<file path="src/rtl/mss_pkg.sv">
// Shared types, codes and widths for the motion system mode supervisor.
`default_nettype none

package mss_pkg;

   localparam int MAX_AXES   = 8;
   localparam int AXIS_W     = 8;
   localparam int AXIS_IDX_W = 3;
   localparam int CMD_W      = 4;
   localparam int CNT_W      = 4;
   localparam int TICK_W     = 16;
   localparam int SYNC_W     = 16;
   localparam int CSR_DATA_W = 16;
   localparam int CSR_IDX_W  = 1;

   localparam logic [CNT_W-1:0]  AXES_RESET    = CNT_W'(8);
   localparam logic [TICK_W-1:0] TIMEOUT_RESET = TICK_W'(100);

   typedef enum logic [CSR_IDX_W-1:0] {
      CSR_AXES = 1'b0,
      CSR_RECOVER_TIMEOUT = 1'b1
   } csr_index_type;

   typedef enum logic [CMD_W-1:0] {
      CMD_SET_CONFIGURED = 4'd0,
      CMD_INIT           = 4'd1,
      CMD_ENABLE         = 4'd2,
      CMD_DISABLE        = 4'd3,
      CMD_RELEASE        = 4'd4,
      CMD_HALT           = 4'd5,
      CMD_RECOVER        = 4'd6,
      CMD_SHUTDOWN       = 4'd7,
      CMD_TICK           = 4'd8
   } cmd_type;

   typedef enum logic [2:0] {
      MODE_INACTIVE      = 3'd0,
      MODE_CONFIGURED    = 3'd1,
      MODE_STANDBY       = 3'd2,
      MODE_ARMED         = 3'd3,
      MODE_RUNNING       = 3'd4,
      MODE_FAULTED       = 3'd5,
      MODE_RECOVERING    = 3'd6,
      MODE_SHUTTING_DOWN = 3'd7
   } mode_type;

   typedef enum logic [3:0] {
      ST_MOVED           = 4'd0,
      ST_ALREADY         = 4'd1,
      ST_ILLEGAL         = 4'd2,
      ST_START_FAIL      = 4'd3,
      ST_NOT_RUNNING     = 4'd4,
      ST_FAULT_LATCHED   = 4'd5,
      ST_AXIS_FAULT      = 4'd6,
      ST_HEARTBEAT       = 4'd7,
      ST_RESET_FAIL      = 4'd8,
      ST_RECOVER_PENDING = 4'd9,
      ST_RECOVER_TIMEOUT = 4'd10,
      ST_GRACEFUL_FAIL   = 4'd11,
      ST_AUTO_FAULTED    = 4'd12,
      ST_NO_CHANGE       = 4'd13
   } status_type;

   typedef enum logic [1:0] {
      INTENT_DISABLE = 2'd0,
      INTENT_HALT    = 2'd1,
      INTENT_RUN     = 2'd2
   } intent_type;

   typedef struct packed {
      logic [CMD_W-1:0]  cmd;
      logic [AXIS_W-1:0] fault_bits;
      logic [AXIS_W-1:0] hb_lost_bits;
      logic              start_ok;
      logic              running;
      logic              reset_ok;
      logic              stop_ok;
   } req_type;

   typedef struct packed {
      mode_type          mode;
      logic              fault_latch;
      logic              halted;
      logic [TICK_W-1:0] elapsed;
      logic [SYNC_W-1:0] sync;
   } state_type;

   typedef struct packed {
      logic                  success;
      status_type            status;
      mode_type              mode_now;
      intent_type            intent;
      logic                  fault_latched;
      logic                  halted_by_fault;
      logic [AXIS_IDX_W-1:0] bad_axis;
      logic [SYNC_W-1:0]     sync_sequence;
   } rsp_type;

   typedef struct packed {
      logic                  found;
      logic [AXIS_IDX_W-1:0] index;
   } lowest_type;

   function automatic lowest_type lowest_bit(input logic [AXIS_W-1:0] bits);
      lowest_type r;
      r.found = 1'b0;
      r.index = '0;
      for (int i = AXIS_W - 1; i >= 0; i--) begin
         if (bits[i]) begin
            r.found = 1'b1;
            r.index = AXIS_IDX_W'(i);
         end
      end
      return r;
   endfunction

endpackage

`default_nettype wire

</file>
<file path="src/rtl/mss_req_stage.sv">
// Input register stage holding one accepted request transaction.
`default_nettype none

module mss_req_stage (
   input  wire logic             clock,
   input  wire logic             reset,
   input  wire logic             load,
   input  wire logic             drain,
   input  wire mss_pkg::req_type req_in,
   output logic                  valid_out,
   output mss_pkg::req_type      req_out
);

   logic             valid_ff;
   logic             valid_in;
   mss_pkg::req_type req_ff;

   always_comb begin
      valid_in = valid_ff;
      if (drain) begin
         valid_in = 1'b0;
      end
      if (load) begin
         valid_in = 1'b1;
      end
   end

   always_ff @(posedge clock) begin
      if (reset) begin
         valid_ff <= 1'b0;
      end else begin
         valid_ff <= valid_in;
      end
   end

   always_ff @(posedge clock) begin
      if (load) begin
         req_ff <= req_in;
      end
   end

   assign valid_out = valid_ff;
   assign req_out   = req_ff;

endmodule

`default_nettype wire

</file>
<file path="src/rtl/mss_step.sv">
// Mode transition logic: one request against the current supervisor state.
`default_nettype none

module mss_step (
   input  wire mss_pkg::req_type             req,
   input  wire mss_pkg::state_type           state_cur,
   input  wire logic [mss_pkg::CNT_W-1:0]    axes,
   input  wire logic [mss_pkg::TICK_W-1:0]   recover_timeout,
   output mss_pkg::state_type                state_next,
   output mss_pkg::rsp_type                  rsp
);

   logic [mss_pkg::AXIS_W-1:0] mask;
   logic [mss_pkg::AXIS_W-1:0] flt;
   logic [mss_pkg::AXIS_W-1:0] hb;
   logic [mss_pkg::AXIS_W-1:0] sick;
   mss_pkg::lowest_type        lb_sick;
   mss_pkg::lowest_type        lb_flt;
   mss_pkg::lowest_type        lb_hb;
   logic [mss_pkg::TICK_W-1:0] limit;
   logic [mss_pkg::TICK_W-1:0] elapsed_inc;
   logic [mss_pkg::SYNC_W-1:0] sync_inc;

   always_comb begin
      for (int i = 0; i < mss_pkg::AXIS_W; i++) begin
         mask[i] = (i < mss_pkg::MAX_AXES) && (axes > mss_pkg::CNT_W'(i));
      end
      flt         = req.fault_bits & mask;
      hb          = req.hb_lost_bits & mask;
      sick        = flt | hb;
      lb_sick     = mss_pkg::lowest_bit(sick);
      lb_flt      = mss_pkg::lowest_bit(flt);
      lb_hb       = mss_pkg::lowest_bit(hb);
      limit       = (recover_timeout == '0) ? mss_pkg::TICK_W'(1) : recover_timeout;
      elapsed_inc = state_cur.elapsed + mss_pkg::TICK_W'(1);
      sync_inc    = state_cur.sync + mss_pkg::SYNC_W'(1);
   end

   mss_pkg::status_type           st;
   logic                          ok;
   logic [mss_pkg::AXIS_IDX_W-1:0] bad;
   mss_pkg::state_type            nx;

   always_comb begin
      nx  = state_cur;
      st  = mss_pkg::ST_MOVED;
      ok  = 1'b1;
      bad = lb_sick.index;
      unique case (req.cmd)
         mss_pkg::CMD_SET_CONFIGURED: begin
            st = (state_cur.mode == mss_pkg::MODE_CONFIGURED) ?
                 mss_pkg::ST_ALREADY : mss_pkg::ST_MOVED;
            nx.mode = mss_pkg::MODE_CONFIGURED;
         end
         mss_pkg::CMD_INIT: begin
            if (state_cur.mode != mss_pkg::MODE_CONFIGURED) begin
               ok = (state_cur.mode == mss_pkg::MODE_ARMED);
               st = ok ? mss_pkg::ST_ALREADY : mss_pkg::ST_ILLEGAL;
            end else begin
               ok = 1'b0;
               if (!req.start_ok) begin
                  st = mss_pkg::ST_START_FAIL;
               end else if (!req.running) begin
                  nx.mode = mss_pkg::MODE_STANDBY;
                  st      = mss_pkg::ST_NOT_RUNNING;
               end else if (lb_flt.found || state_cur.fault_latch) begin
                  nx.fault_latch = 1'b1;
                  nx.halted      = 1'b1;
                  nx.mode        = mss_pkg::MODE_FAULTED;
                  if (lb_flt.found) begin
                     st  = mss_pkg::ST_AXIS_FAULT;
                     bad = lb_flt.index;
                  end else begin
                     st = mss_pkg::ST_FAULT_LATCHED;
                  end
               end else if (lb_hb.found) begin
                  nx.fault_latch = 1'b0;
                  nx.halted      = 1'b0;
                  nx.mode        = mss_pkg::MODE_STANDBY;
                  st             = mss_pkg::ST_HEARTBEAT;
                  bad            = lb_hb.index;
               end else begin
                  nx.fault_latch = 1'b0;
                  nx.halted      = 1'b0;
                  nx.sync        = sync_inc;
                  nx.mode        = mss_pkg::MODE_ARMED;
                  ok             = 1'b1;
               end
            end
         end
         mss_pkg::CMD_ENABLE, mss_pkg::CMD_RELEASE: begin
            if ((req.cmd == mss_pkg::CMD_ENABLE &&
                 state_cur.mode != mss_pkg::MODE_STANDBY) ||
                (req.cmd == mss_pkg::CMD_RELEASE &&
                 state_cur.mode != mss_pkg::MODE_ARMED)) begin
               ok = (req.cmd == mss_pkg::CMD_ENABLE) ?
                    (state_cur.mode == mss_pkg::MODE_ARMED) :
                    (state_cur.mode == mss_pkg::MODE_RUNNING);
               st = ok ? mss_pkg::ST_ALREADY : mss_pkg::ST_ILLEGAL;
            end else begin
               ok = 1'b0;
               if (!req.running) begin
                  st = mss_pkg::ST_NOT_RUNNING;
               end else if (state_cur.fault_latch) begin
                  st = mss_pkg::ST_FAULT_LATCHED;
               end else if (lb_sick.found) begin
                  st = flt[lb_sick.index] ? mss_pkg::ST_AXIS_FAULT : mss_pkg::ST_HEARTBEAT;
               end else begin
                  nx.mode = (req.cmd == mss_pkg::CMD_ENABLE) ?
                            mss_pkg::MODE_ARMED : mss_pkg::MODE_RUNNING;
                  ok      = 1'b1;
               end
            end
         end
         mss_pkg::CMD_DISABLE: begin
            if (state_cur.mode != mss_pkg::MODE_STANDBY &&
                state_cur.mode != mss_pkg::MODE_ARMED &&
                state_cur.mode != mss_pkg::MODE_RUNNING) begin
               ok = 1'b0;
               st = mss_pkg::ST_ILLEGAL;
            end else if (!req.running) begin
               ok = 1'b0;
               st = mss_pkg::ST_NOT_RUNNING;
            end else begin
               nx.mode = mss_pkg::MODE_STANDBY;
            end
         end
         mss_pkg::CMD_HALT: begin
            if (state_cur.mode != mss_pkg::MODE_RUNNING) begin
               ok = (state_cur.mode == mss_pkg::MODE_ARMED);
               st = ok ? mss_pkg::ST_ALREADY : mss_pkg::ST_ILLEGAL;
            end else begin
               nx.mode = mss_pkg::MODE_ARMED;
            end
         end
         mss_pkg::CMD_RECOVER: begin
            if (state_cur.mode != mss_pkg::MODE_FAULTED) begin
               ok = (state_cur.mode == mss_pkg::MODE_STANDBY);
               st = ok ? mss_pkg::ST_ALREADY : mss_pkg::ST_ILLEGAL;
            end else begin
               ok = 1'b0;
               if (!req.running) begin
                  st = mss_pkg::ST_NOT_RUNNING;
               end else if (!req.reset_ok) begin
                  st = mss_pkg::ST_RESET_FAIL;
               end else if (!lb_sick.found) begin
                  nx.fault_latch = 1'b0;
                  nx.halted      = 1'b0;
                  nx.sync        = sync_inc;
                  nx.mode        = mss_pkg::MODE_STANDBY;
                  ok             = 1'b1;
               end else begin
                  nx.elapsed = '0;
                  nx.mode    = mss_pkg::MODE_RECOVERING;
                  st         = mss_pkg::ST_RECOVER_PENDING;
               end
            end
         end
         mss_pkg::CMD_SHUTDOWN: begin
            nx.elapsed = '0;
            nx.mode    = mss_pkg::MODE_CONFIGURED;
            if (req.running && !req.stop_ok) begin
               st = mss_pkg::ST_GRACEFUL_FAIL;
               ok = 1'b0;
            end else begin
               nx.fault_latch = 1'b0;
               nx.halted      = 1'b0;
               nx.sync        = sync_inc;
            end
         end
         mss_pkg::CMD_TICK: begin
            if (state_cur.mode == mss_pkg::MODE_RECOVERING) begin
               if (!lb_sick.found) begin
                  nx.fault_latch = 1'b0;
                  nx.halted      = 1'b0;
                  nx.sync        = sync_inc;
                  nx.mode        = mss_pkg::MODE_STANDBY;
               end else begin
                  nx.elapsed = elapsed_inc;
                  ok         = 1'b0;
                  if (elapsed_inc >= limit) begin
                     nx.mode = mss_pkg::MODE_FAULTED;
                     st      = mss_pkg::ST_RECOVER_TIMEOUT;
                  end else begin
                     st = mss_pkg::ST_RECOVER_PENDING;
                  end
               end
            end else if ((state_cur.mode == mss_pkg::MODE_ARMED ||
                          state_cur.mode == mss_pkg::MODE_RUNNING) && lb_sick.found) begin
               nx.mode        = mss_pkg::MODE_FAULTED;
               nx.fault_latch = 1'b1;
               nx.halted      = 1'b1;
               st             = mss_pkg::ST_AUTO_FAULTED;
               ok             = 1'b0;
            end else begin
               st = mss_pkg::ST_NO_CHANGE;
            end
         end
         default: begin
            st = mss_pkg::ST_ILLEGAL;
            ok = 1'b0;
         end
      endcase
   end

   always_comb begin
      state_next          = nx;
      rsp.success         = ok;
      rsp.status          = st;
      rsp.mode_now        = nx.mode;
      rsp.fault_latched   = nx.fault_latch;
      rsp.halted_by_fault = nx.halted;
      rsp.bad_axis        = bad;
      rsp.sync_sequence   = nx.sync;
      unique case (nx.mode)
         mss_pkg::MODE_RUNNING: rsp.intent = mss_pkg::INTENT_RUN;
         mss_pkg::MODE_ARMED,
         mss_pkg::MODE_FAULTED,
         mss_pkg::MODE_RECOVERING: rsp.intent = mss_pkg::INTENT_HALT;
         default: rsp.intent = mss_pkg::INTENT_DISABLE;
      endcase
   end

endmodule

`default_nettype wire

</file>
<file path="src/rtl/motion_system_mode_supervisor_top.sv">
// Top level of the motion system mode supervisor: handshakes, state and result register.
//
//   channel | direction | handshake           | payload
//   req     | in        | req_valid/req_ready | cmd, axis flags, master status bits
//   rsp     | out       | rsp_valid/rsp_ready | success, status, mode, intent, flags, axis, sync
//   csr     | in        | csr_we              | csr_index, csr_data (no read-back)
//
// One transaction per cycle while rsp_ready is high; rsp_valid rises as a result loads.
// The mode update is one pass of combinational logic between the request register and
// the result register, committed to the state when the result is loaded.
// Reset is synchronous, active high; it clears the mode, latches and counters and
// restores the registers to axis count 8 and recover timeout 100 ticks.
// A stalled rsp holds the result register; req_ready drops only when both stages are full.
`default_nettype none

module motion_system_mode_supervisor_top (
   input  wire logic                              clock,
   input  wire logic                              reset,
   input  wire logic                              req_valid,
   output logic                                   req_ready,
   input  wire logic [mss_pkg::CMD_W-1:0]         req_cmd,
   input  wire logic [mss_pkg::AXIS_W-1:0]        req_axis_fault_bits,
   input  wire logic [mss_pkg::AXIS_W-1:0]        req_axis_heartbeat_lost_bits,
   input  wire logic                              req_master_start_ok,
   input  wire logic                              req_master_running,
   input  wire logic                              req_fault_reset_ok,
   input  wire logic                              req_graceful_stop_ok,
   output logic                                   rsp_valid,
   input  wire logic                              rsp_ready,
   output logic                                   rsp_success,
   output logic [3:0]                             rsp_status,
   output logic [2:0]                             rsp_mode_now,
   output logic [1:0]                             rsp_axis_intent,
   output logic                                   rsp_global_fault_out,
   output logic                                   rsp_halted_by_fault_out,
   output logic [mss_pkg::AXIS_IDX_W-1:0]         rsp_bad_axis,
   output logic [mss_pkg::SYNC_W-1:0]             rsp_sync_sequence,
   input  wire logic                              csr_we,
   input  wire logic [mss_pkg::CSR_IDX_W-1:0]     csr_index,
   input  wire logic [mss_pkg::CSR_DATA_W-1:0]    csr_data
);

   logic [mss_pkg::CNT_W-1:0]  axes_ff;
   logic [mss_pkg::TICK_W-1:0] timeout_ff;

   always_ff @(posedge clock) begin
      if (reset) begin
         axes_ff    <= mss_pkg::AXES_RESET;
         timeout_ff <= mss_pkg::TIMEOUT_RESET;
      end else if (csr_we) begin
         unique case (mss_pkg::csr_index_type'(csr_index))
            mss_pkg::CSR_AXES:            axes_ff    <= csr_data[mss_pkg::CNT_W-1:0];
            mss_pkg::CSR_RECOVER_TIMEOUT: timeout_ff <= csr_data[mss_pkg::TICK_W-1:0];
            default: ;
         endcase
      end
   end

   mss_pkg::req_type   req_in;
   mss_pkg::req_type   stage_req;
   logic               stage_valid;
   logic               advance;
   logic               req_accept;
   logic               out_valid_ff;
   logic               out_valid_in;
   mss_pkg::rsp_type   out_ff;
   mss_pkg::rsp_type   step_rsp;
   mss_pkg::state_type state_ff;
   mss_pkg::state_type state_in;

   assign req_in.cmd          = req_cmd;
   assign req_in.fault_bits   = req_axis_fault_bits;
   assign req_in.hb_lost_bits = req_axis_heartbeat_lost_bits;
   assign req_in.start_ok     = req_master_start_ok;
   assign req_in.running      = req_master_running;
   assign req_in.reset_ok     = req_fault_reset_ok;
   assign req_in.stop_ok      = req_graceful_stop_ok;

   assign advance    = stage_valid && (!out_valid_ff || rsp_ready);
   assign req_ready  = !stage_valid || advance;
   assign req_accept = req_valid && req_ready;

   mss_req_stage u_req_stage (
      .clock     (clock),
      .reset     (reset),
      .load      (req_accept),
      .drain     (advance),
      .req_in    (req_in),
      .valid_out (stage_valid),
      .req_out   (stage_req)
   );

   mss_step u_step (
      .req             (stage_req),
      .state_cur       (state_ff),
      .axes            (axes_ff),
      .recover_timeout (timeout_ff),
      .state_next      (state_in),
      .rsp             (step_rsp)
   );

   always_ff @(posedge clock) begin
      if (reset) begin
         state_ff.mode        <= mss_pkg::MODE_INACTIVE;
         state_ff.fault_latch <= 1'b0;
         state_ff.halted      <= 1'b0;
         state_ff.elapsed     <= '0;
         state_ff.sync        <= '0;
      end else if (advance) begin
         state_ff <= state_in;
      end
   end

   always_comb begin
      out_valid_in = out_valid_ff;
      if (rsp_ready) begin
         out_valid_in = 1'b0;
      end
      if (advance) begin
         out_valid_in = 1'b1;
      end
   end

   always_ff @(posedge clock) begin
      if (reset) begin
         out_valid_ff <= 1'b0;
      end else begin
         out_valid_ff <= out_valid_in;
      end
   end

   always_ff @(posedge clock) begin
      if (advance) begin
         out_ff <= step_rsp;
      end
   end

   assign rsp_valid               = out_valid_ff;
   assign rsp_success             = out_ff.success;
   assign rsp_status              = out_ff.status;
   assign rsp_mode_now            = out_ff.mode_now;
   assign rsp_axis_intent         = out_ff.intent;
   assign rsp_global_fault_out    = out_ff.fault_latched;
   assign rsp_halted_by_fault_out = out_ff.halted_by_fault;
   assign rsp_bad_axis            = out_ff.bad_axis;
   assign rsp_sync_sequence       = out_ff.sync_sequence;

   a_latch_tracks_halt: assert property (@(posedge clock) disable iff (reset)
      state_ff.halted == state_ff.fault_latch)
      else $error("halted flag and fault latch diverged");

   a_sync_steps_by_one: assert property (@(posedge clock) disable iff (reset)
      advance |=> (state_ff.sync == $past(state_ff.sync)) ||
                  (state_ff.sync == $past(state_ff.sync) + mss_pkg::SYNC_W'(1)))
      else $error("sync counter moved by more than one");

   a_pending_in_recovery: assert property (@(posedge clock) disable iff (reset)
      (rsp_valid && rsp_status == mss_pkg::ST_RECOVER_PENDING) |->
      (rsp_mode_now == mss_pkg::MODE_RECOVERING && !rsp_success))
      else $error("recover pending outside recovering mode");

   a_result_matches_state: assert property (@(posedge clock) disable iff (reset)
      advance |=> (rsp_mode_now == state_ff.mode && rsp_sync_sequence == state_ff.sync))
      else $error("result register and mode state disagree");

endmodule

`default_nettype wire

</file>
<file path="config.mk">
export PLATFORM = sky130hd
export DESIGN_NAME = motion_system_mode_supervisor_top
export DESIGN_NICKNAME = d
export VERILOG_FILES = /design/src/rtl/mss_pkg.sv /design/src/rtl/mss_req_stage.sv /design/src/rtl/mss_step.sv /design/src/rtl/motion_system_mode_supervisor_top.sv
export SDC_FILE = /design/constraint.sdc
export NUM_CORES = 1
export LEC_CHECK = 0
export BUFFER_PORTS_ARGS = -buffer_cell sky130_fd_sc_hd__buf_4
export CAP_MARGIN = 20
export CORE_UTILIZATION = 45
export CTS_CLUSTER_DIAMETER = 60
export CTS_CLUSTER_SIZE = 20
export DETAILED_ROUTE_END_ITERATION = 6
export MAX_ROUTING_LAYER = met4
export PLACE_DENSITY = 0.67
export SYNTH_ARGS = -nofsm -noshare
export SYNTH_HDL_FRONTEND = slang
export SYNTH_SLANG_ARGS = --single-unit
</file>
<file path="constraint.sdc">
create_clock -name clock -period 12.1 [get_ports clock]
set_clock_uncertainty 0.15 [all_clocks]
set_input_delay 1.21 -clock clock [delete_from_list [all_inputs] [get_ports clock]]
set_output_delay 1.21 -clock clock [all_outputs]
set_load 0.01 [all_outputs]
</file>
==> impl_metrics.yaml <==
status:
  status: "complete, but fails checks"
  violations: "DRC"
logic_synthesis:
  syn-num-nets: 878
  synth_ff_type: "dfxtp_1"
  synth.top_cell.area_share: 0.241
  yosysMostFrequentCell: "nor2_1"
  yosys.area.top_type: "edfxtp_1"
  mappedNetlistArea_um2: 6840
  syn_inst: 814
  synthTopCellsByArea: "edfxtp_1 24%, dfxtp_1 17%, a21oi_1 5.6%, nor2_1 5.3%, nand2_1 4.9%"
  synth-seq-cells: 114
  ys_seq_area_frac: 0.414
  synth_warnings: 0
  synth_edf_count: 55
  ys_types: 78
  synth_area_per_cell_um2: 8.41
  synth_commonest_cells: "97 x nor2_1, 90 x nand2_1, 76 x a21oi_1, 59 x dfxtp_1, 55 x edfxtp_1"
  async_reset_ff_frac: 0
hold_path:
  hp-class: "register to register"
global_route:
  grt_pass1_wl_um: 28100
  overflow: 0
  grt_pass1_vias: 5685
  grt_use_total: 0.233
  antenna_found_initial: 0
  grt_max_degree: 60
cells_and_area:
  antenna_cells: 0
  syn2layout_area_growth_pct: 19.5
  drive_above_1_share: 0.157
  nets: 930
clocking:
  cts_made_buffers: 17
  cts_setup_buffers: 0
  cts.clk_slew.worst_paths_ns: 0.05
  cts.path.max_buffers: 2
  cts_root_buffer: "clkbuf_16"
  cts_tree: "done"
  cts.sinks: 114
  clock_latency_ns: 0.43
  cts_hold_buf: 0
  htree_levels: 4
  post_cts_resized: 0
sta:
  finalMaxSlewViolations: 0
  maxSlewHeadroom: 0.367
  worstMarginPinSlew_ns: 0.942
  finalHoldViolCount: 0
  rsz0062_at_grt: "no"
  min_period_ns: 5.08
  setup_violations: 0
  fin_crit_sh: 0.420
  timing.fmax_mhz: 197
  finalSetupTns_ns: 0
drt:
  drtPass1Iterations: 7
  wl_um: 17000
  drtIter0Drc: 615
  final_antenna_net_count: 0
  vias: 6238
  drcViolationCount: 6
  viasPerCell: 5.87
  wl_per_cell_um: 16.0
worst_setup_path:
  crit_path_end_kind: "register"
  worst_ep_arrival_time_ns: 5.23
  startpoint_type: "register"
  crit_type: "register to register"
  required_ns: 12.25
  path_max_fanout: 6
flow_run:
  maxCapViolations: 0
power_and_ir_drop:
  finalPower_mw: 1.10
  intPower_mw: 0.851
  clock_power_share: 0.511
  swShare: 0.230
  p_switching_mw: 0.254
  power_density_nw_per_um2: 135
  p_leak_nw: 3.21
  ir_worst_vdd_v: 0.0000997
  p_comb_frac: 0.089
  p_seq_frac: 0.400
placed_design:
  place_congestion: 0.948
  hpwl_um: 11800
  io_buffers: 78
floorplanning:
  initial_core_util: 0.466
  die_x_um: 125
  rows: 44
  die_h_um: 125
  num_io_pins: 79
  core-area_um2: 14700
  die-area_um2: 15700
-- kinds of logic after synthesis --
logic type	share of synthesized area
flip-flops	0.414
adder cells (fa/ha/maj)	0.0329
AND/OR/NAND/NOR	0.240
AO/OA/AOI/OAI	0.206
XOR/XNOR	0.0397
multiplexers	0.0201
buffers and inverters	0.0470
-- worst max-delay path, cell delays in order, from the launching register on --
cell and delay (ns):
dfxtp_1 0.43, nand3_1 0.17, nor2_1 0.29, and3_1 0.28, and3_1 0.25, and3_1 0.25, nand3_1 0.17, xnor2_1 0.17
ha_1 0.30, nand4_1 0.14, nor3_1 0.07, or3_1 0.30, a211oi_1 0.46, o21ai_0 0.17, a2111oi_0 0.80, nor2_1 0.23
nor3_1 0.23, a21o_1 0.10
-- per-stage QoR --
step,worst slack (ns),cell area [µm²],hold slack [ns],instances,utilization
6_report,7.02,8180,0.303,1063,0.556
5_1_grt,6.60,8180,0.333,1063,0.556
4_1_cts,7.07,8180,0.305,1063,0.556
3_5_place_dp,7.17,7500,0.297,1031,0.510
3_3_place_gp,7.30,7500,0.294,1031,0.510
2_1_floorplan,8.01,6840,0.286,814,-
-- state kept, by name, indices dropped and copies added, names as in the netlist, 2 cells and up --
| name | cells |
|---|---|
| state_ff | 37 |
| u_req_stage.req_out | 24 |
| rsp_sync_sequence | 16 |
| timeout_ff | 16 |
| axes_ff | 4 |
| rsp_status | 4 |
| rsp_bad_axis | 3 |
| rsp_mode_now | 3 |
| rsp_axis_intent | 2 |
-- layer usage --
metal  GRT usage  wire length, µm
met5           -                0
met2       0.347             7730
met4       0.113              497
met1       0.300             7760
met3      0.0513             1060
-- layout by cell type, fill, tap and decap left out, types with 4 or more instances in the layout --
cell type  instances
nand2_1           90
nor3_1            28
nand3_1           25
clkbuf_1           4
mux2_2             6
inv_1             32
edfxtp_1          55
and2_1             7
xnor2_1           15
a2111oi_0          5
o31ai_1            6
clkbuf_16         21
nand3b_1          13
or2_2              5
a21o_1             4
mux2i_1            7
and3_1            13
xor2_1            16
nand4_1            6
a31oi_1            8
nor4_1            10
o21bai_1           4
nand2b_1          12
buf_4             83
or3_1              7
o21a_1             5
dfxtp_1           59
ha_1              18
o22ai_1           11
a22oi_1            4
a21oi_1           76
o211ai_1           5
nor2_1            97
o21ai_0           49
nor2b_1            7
a211oi_1           5
-- power groups by stage --
stage,Clock (mW),Combinational (mW),Sequential (mW)
floorplan,0,0.0679,0.441
global placement,0,0.0979,0.449
detailed placement,0,0.0980,0.449
CTS,0.574,0.0984,0.441
global route,0.589,0.109,0.444
finish,0.564,0.0988,0.442
-- cell type report --
type | instances | area, µm²
fillers | 1352 | 6520
multi-input cells | 617 | 3690
flip-flops and latches | 114 | 2830
repair buffers | 83 | 623
clock buffers | 27 | 568
well taps | 184 | 230
inverters | 33 | 124
clock inverters | 5 | 105
-- final timing paths --
check	start	to	slack (ns)	depth (start not counted)
setup / recovery	state_ff[18]	rsp_axis_intent[0]	7.02	17
hold / removal	timeout_ff[0]	timeout_ff[0]	0.30	2
setup reg to reg	state_ff[18]	rsp_axis_intent[0]	7.02	17
hold reg to reg	timeout_ff[0]	timeout_ff[0]	0.30	2
No activity file was read; power rests on OpenSTA's default activity.
